===== src/hw/rtl/esc_pkg.sv =====
package esc_pkg;

	localparam int QUEUE_DEPTH_DEF = 2;

	localparam int CFG_IDX_W  = 3;
	localparam int CFG_DATA_W = 64;

	localparam logic [CFG_IDX_W-1:0] CFG_TEMP    = 3'd0;
	localparam logic [CFG_IDX_W-1:0] CFG_PRESS_A = 3'd1;
	localparam logic [CFG_IDX_W-1:0] CFG_PRESS_B = 3'd2;
	localparam logic [CFG_IDX_W-1:0] CFG_MIXED   = 3'd3;
	localparam logic [CFG_IDX_W-1:0] CFG_HUM45   = 3'd4;

	localparam logic signed [63:0] TEMP_MIN   = -64'sd4000;
	localparam logic signed [63:0] TEMP_MAX   = 64'sd8500;
	localparam logic [31:0]        PRESS_MIN  = 32'd3000000;
	localparam logic [31:0]        PRESS_MAX  = 32'd11000000;
	localparam logic signed [63:0] HUM_MAX    = 64'sd419430400;

	typedef struct packed {
		logic        any;
		logic        do_press;
		logic        do_hum;
		logic [19:0] raw_t;
		logic [19:0] raw_p;
		logic [15:0] raw_h;
	} job_t;

	typedef struct packed {
		logic [15:0] t1;
		logic [15:0] t2;
		logic [15:0] t3;
		logic [15:0] p1;
		logic [15:0] p2;
		logic [15:0] p3;
		logic [15:0] p4;
		logic [15:0] p5;
		logic [15:0] p6;
		logic [15:0] p7;
		logic [15:0] p8;
		logic [15:0] p9;
		logic [7:0]  h1;
		logic [15:0] h2;
		logic [7:0]  h3;
		logic [11:0] h4;
		logic [11:0] h5;
		logic [7:0]  h6;
	} coef_t;

	// Signed division by 2^k that truncates toward zero.
	function automatic logic signed [63:0] div_p2(input logic signed [63:0] x,
			input int unsigned k);
		logic signed [63:0] bias;
		bias = x[63] ? ((64'sd1 <<< k) - 64'sd1) : 64'sd0;
		return (x + bias) >>> k;
	endfunction

endpackage


===== src/hw/rtl/esc_front.sv =====
module esc_front #(
	parameter int Depth = 2
) (
	input  logic                 clk,
	input  logic                 arst_n,
	input  logic                 in_valid,
	output logic                 in_stall,
	input  logic [2:0]           mode,
	input  logic [19:0]          raw_temperature,
	input  logic [19:0]          raw_pressure,
	input  logic [15:0]          raw_humidity,
	output logic                 q_valid,
	output esc_pkg::job_t        q_data,
	input  logic                 q_pop
);
	import esc_pkg::*;

	localparam int PW = (Depth > 1) ? $clog2(Depth) : 1;
	localparam int CW = $clog2(Depth + 1);

	job_t          mem_q [Depth];
	logic [PW-1:0] wr_ptr_q, rd_ptr_q;
	logic [CW-1:0] count_q;
	logic          push;
	job_t          job;

	// Classify the sample: which compensation paths the back end has to run.
	always_comb begin
		job.any      = (mode != 3'd0);
		job.do_press = mode[0];
		job.do_hum   = mode[2];
		job.raw_t    = raw_temperature;
		job.raw_p    = raw_pressure;
		job.raw_h    = raw_humidity;
	end

	assign in_stall = (count_q == CW'(Depth));
	assign push     = in_valid && !in_stall;
	assign q_valid  = (count_q != '0);
	assign q_data   = mem_q[rd_ptr_q];

	always_ff @(posedge clk) begin
		if (push) begin
			mem_q[wr_ptr_q] <= job;
		end
	end

	always_ff @(posedge clk or negedge arst_n) begin
		if (!arst_n) begin
			wr_ptr_q <= '0;
			rd_ptr_q <= '0;
			count_q  <= '0;
		end else begin
			if (push) begin
				wr_ptr_q <= (wr_ptr_q == PW'(Depth - 1)) ? '0 : wr_ptr_q + 1'b1;
			end
			if (q_pop) begin
				rd_ptr_q <= (rd_ptr_q == PW'(Depth - 1)) ? '0 : rd_ptr_q + 1'b1;
			end
			unique case ({push, q_pop})
				2'b10: count_q <= count_q + 1'b1;
				2'b01: count_q <= count_q - 1'b1;
				default: count_q <= count_q;
			endcase
		end
	end

endmodule


===== config.mk =====
export PLATFORM = sky130hd
export DESIGN_NAME = esc_front
export DESIGN_NICKNAME = d
export VERILOG_FILES = /design/src/hw/rtl/esc_pkg.sv /design/src/hw/rtl/esc_front.sv
export SDC_FILE = /design/constraint.sdc
export NUM_CORES = 1
export LEC_CHECK = 0
export ABC_AREA = 1
export ABC_CLOCK_PERIOD_IN_PS = 3200
export BUFFER_PORTS_ARGS = -buffer_cell sky130_fd_sc_hd__buf_2
export CORE_ASPECT_RATIO = 1.75
export CORE_MARGIN = 10
export CORE_UTILIZATION = 47
export CTS_CLUSTER_SIZE = 30
export DETAILED_ROUTE_END_ITERATION = 10
export PLACE_DENSITY_LB_ADDON = 0.12
export RECOVER_POWER = 50
export SYNTH_ARGS = -nofsm -noshare
export SYNTH_HDL_FRONTEND = slang
export SYNTH_SLANG_ARGS = --single-unit

===== constraint.sdc =====
create_clock -name clk -period 3.2 [get_ports clk]
set_input_delay 0.16 -clock clk [delete_from_list [all_inputs] [get_ports clk]]
set_output_delay 0.16 -clock clk [all_outputs]
set_load 0.1 [all_outputs]

**Word level (Yosys, flattened, before mapping)**

Memories as Yosys holds them, arrays and structs flattened.
Index checks and enable logic that the tools add are counted.

- Div/mod/pow operators: 0
- Bitwise gates (word level): 0
- $mul: 0
- Mux-type cells: 5
- Reductions and logical operators: 5
- $lt $le $gt $ge: 0
- Shifts and indexed selects: 0
- Add/sub/neg operators: 4
- Equality and inequality tests: 3

Operators with widths:

| kind | count |
|---|---|
| == test 2 bit (second input constant) | 2 |
| 2-to-1 mux 1 bit | 4 |
| one-hot mux 2 bit (2 select lines) | 1 |
| nonzero test 2 bit | 2 |
| nonzero test 3 bit | 1 |
| adder 1 bit (second input constant) | 2 |
| adder 2 x 1 -> 2 bit (second input constant) | 1 |
| == test 2 x 1 -> 1 bit (second input constant) | 1 |
| subtractor 2 x 1 -> 2 bit (second input constant) | 1 |
| logical AND 1 bit | 1 |
| logical NOT 1 bit | 1 |

- Bits in latches: 0
- Input port bits: 63
- Word-level logic and storage cells: 21
- Memory bits (writable): 118
- ROM bits: 0
- Output and inout port bits: 61
- Memories: 1
- Register bits after elaboration: 4

Memory list:

| name | words | bits a word | read ports | clocked after Yosys merged registers in | write ports | line | RTL |
|---|---|---|---|---|---|---|---|
| mem_q | 2 | 59 | 1 | 0 | 1 | esc_front.sv:21 | `job_t mem_q [Depth];` |

**Logic depth before layout (Yosys ltp)**

- Word-level depth: 5
- Mapped depth: 8
- Mapped depth without buffers: 8

**Worst setup path before layout**

No wires, ideal clock.

- Path kind: register to register
- From: register count_q[1]
- To: memory mem_q[1][0] (netlist bit), enable pin
- Library setup time: 476 ps
- Buffers on the path: 0
- Cell stages (with the launch flop): 4
- Arrival: 3027 ps
- Setup slack: -303 ps
- Required time: 2724 ps
- Period minus slack after synthesis: 3503 ps
- Cells stage by stage: dfrtp_1 -> inv_1 -> o21ai_1 -> nor2_1

- Word-level cells in the longest chain between the ends: 5

RTL lines:

| element | line | RTL |
|---|---|---|
| start: declaration | esc_front.sv:23 | `logic [CW-1:0] count_q;` |
| start signal: assignment | esc_front.sv:61 | `2'b10: count_q <= count_q + 1'b1;` |
| start signal: assignment | esc_front.sv:62 | `2'b01: count_q <= count_q - 1'b1;` |
| start signal: assignment | esc_front.sv:63 | `default: count_q <= count_q;` |
| == test 2 bit | esc_front.sv:37 | `assign in_stall = (count_q == CW'(Depth));` |
| logical NOT 1 bit | esc_front.sv:38 | `assign push = in_valid && !in_stall;` |
| logical AND 1 bit | esc_front.sv:38 |  |
| 2-to-1 mux 1 bit | esc_front.sv:43 | `if (push) begin` |
| 2-to-1 mux 1 bit (not written as such) | esc_front.sv:44 | `mem_q[wr_ptr_q] <= job;` |
| end: declaration | esc_front.sv:21 |  |

No other way between the ends.

==> impl_metrics.yaml <==
detailed_routing:
  post-route-drc-count: 0
  drt-total-wl_mm: 9.563
  postRouteAntennaNets: 0
  drtIter0Drc: 154
  first_pass_iters: 5
  vias: 3026
  wl_per_cell_um: 14.40
  viasPerCell: 4.557
clock_tree:
  ctsResizeCount: 0
  clkSlewWorstSetupHoldPaths_ns: 0.05
  cts_sinks: 122
  cts_root_buffer: "clkbuf_16"
  cts_setup_buffers: 0
  cts_hold_buf: 60
  numCtsBuffers: 17
  htreeDepth: 4
  clockBufferDepth: 2
  tritoncts: "yes"
  clk-insertion-delay-late_ns: 0.40
final_layout:
  fin_nets: 593
  multi_input_area_um2: 615.6
  area_growth_syn_to_layout_pct: 39.36
  mostFrequentLayoutCells: "edfxtp_1 (118), buf_2 (85), nand2_1 (66), inv_1 (65), dlygate4sd3_1 (60)"
  drive_gt1_share_pct: 20.56
  mostFrequentLayoutCell: "edfxtp_1"
  n_fill_cell: 755
  seq_area_um2: 3647
  fin_util_pct: 67.06
timing:
  relSlewSlack_pct: 2.507
  skew_ns: 0.008217
  period_minus_slack_ns: 2.349
  tightest_slew_ns: 1.462
  worst_slack_ns: 0.8507
  max_freq_ghz: 0.4257
  drv_slew: 0
  setup_viol: 0
  min_period_over_period_pct: 73.42
  setup_tns_ns: 0
  report.final.hold_viol_count: 0
  hold_slack_ns: 0.05699
  rsz0062_at_grt: "false"
critical_path:
  cp-end-kind: "output pin"
  required_ns: 3.04
  reg2reg_from: "count_q[1]"
  crit_arrival_ns: 2.19
  cp-start-kind: "flop"
  path_class: "reg -> out"
  r2r_cells: 4
  r2r-end: "mem_q[1][5]"
  rrSetupSlack_ns: 0.87
  worstPathMaxFanout: 68
global_route:
  grt_use_total_pct: 13.90
  grt_max_degree: 69
  grt_pass1_wl_mm: 15.10
  grt_pass1_vias: 3163
  antenna_found_initial: 2
  grt.overflow.total: 0
synth:
  synth_cell_types: 15
  syn_inst: 336
  netlist_area_um2: 4584
  synth_area_per_cell_um2: 13.64
  ys_ff_latch: 122
  ys_seq_area_share_pct: 79.48
  yosysWarnings: 0
  syn-num-nets: 400
floorplanning:
  die-area_um2: 14260
  die_h_um: 150.7
  dieWidth_um: 94.66
  core-area_um2: 9527
  core.rowCount: 47
  start_util_pct: 48.12
  pin_count: 124
run_status:
  status: "complete, no violations"
placement:
  io_buffers: 123
  hpwl_mm: 6.276
  place_ws_ns: 1.265
  gp_congestion: 0.7318
min_path:
  hold_path.class: "in -> reg"
  min_path_cells: 3
  min-delay-start: "in_valid"
  whs_endpoint: "wr_ptr_q"
job:
  drv_cap: 0
==> registers in the layout, indices dropped and copies added, names as in the netlist <==
name	cells
count_q	2
mem_q	118
rd_ptr_q	1
wr_ptr_q	1
==> worst max-delay path by stage <==
stage | from | endpoint | slack [ns] | cells past startpoint
finish | rd_ptr_q | q_data[49] | 0.85 | 4
global route | rd_ptr_q | q_data[3] | 0.69 | 4
CTS | rd_ptr_q | q_data[40] | 0.84 | 4
detailed placement | rd_ptr_q | q_data[40] | 1.27 | 4
global placement | rd_ptr_q | q_data[40] | 1.28 | 4
floorplan | count_q[0] | mem_q[0][0] | 0.08 | 4
==> per-layer routing <==
layer  vias to the layer above  track usage [%]  routed length, um  part of all wire, %
met5                         -                0                  0                    0
met4                         0            6.842                199                  2.1
met3                        16            6.530                774                  8.1
met2                       100            23.83               5200                   54
met1                      1392            13.61               3388                   35
li1                       1518                -                  -                    -
==> metrics by stage <==
| stage | std cells | cell area (um^2) |
|---|---|---|
| 3_3_place_gp | 572 | 5334 |
| 5_1_grt | 664 | 6389 |
| 6_report | 664 | 6389 |
| 2_1_floorplan | 336 | 4587 |
| 3_5_place_dp | 572 | 5334 |
| 4_1_cts | 662 | 6435 |
==> kinds of logic after synthesis <==
family,Yosys count,share of synthesized area [%]
and+or+nand+nor,72,6.059
buffers and inverters,79,7.260
adders and majority gates,1,0.2729
DFF,122,79.48
xor gates and xnor gates,2,0.3822
AOI/OAI and AO/OA,60,6.550
==> synthesized netlist by cell type, drive strengths merged <==
| library cell | n | area, um^2 |
|---|---|---|
| nor2 | 2 | 7.510 |
| nand2 | 66 | 247.7 |
| inv | 66 | 247.7 |
| nand4 | 1 | 6.260 |
| xor2 | 1 | 8.760 |
| o21ai | 60 | 300.3 |
| dfrtp | 4 | 100.1 |
| nand3 | 2 | 10.01 |
| edfxtp | 118 | 3543 |
| or3 | 1 | 6.260 |
| ha | 1 | 12.51 |
| buf | 13 | 85.08 |
| xnor2 | 1 | 8.760 |
==> layout make-up <==
cell class                      count  share of cell area [%]
Timing Repair Buffer              187                   19.10
Sequential cell                   122                   57.09
Inverter                           66                   3.878
Multi-Input combinational cell    135                   9.636
Clock inverter                      7                  0.8226
Antenna cell                        2                 0.07834
Clock buffer                       23                   7.011
Tap cell                          122                   2.389
==> critical path: stages, from the launching register on <==
cell and delay [ns]:
dfrtp_4 0.74, buf_12 0.32, nand2_1 0.11, o21ai_1 0.11
buf_2 0.45
Power is left out: the tool's default activity adds up to more than one toggle a clock period on the data nets, which glitch-free logic cannot reach.
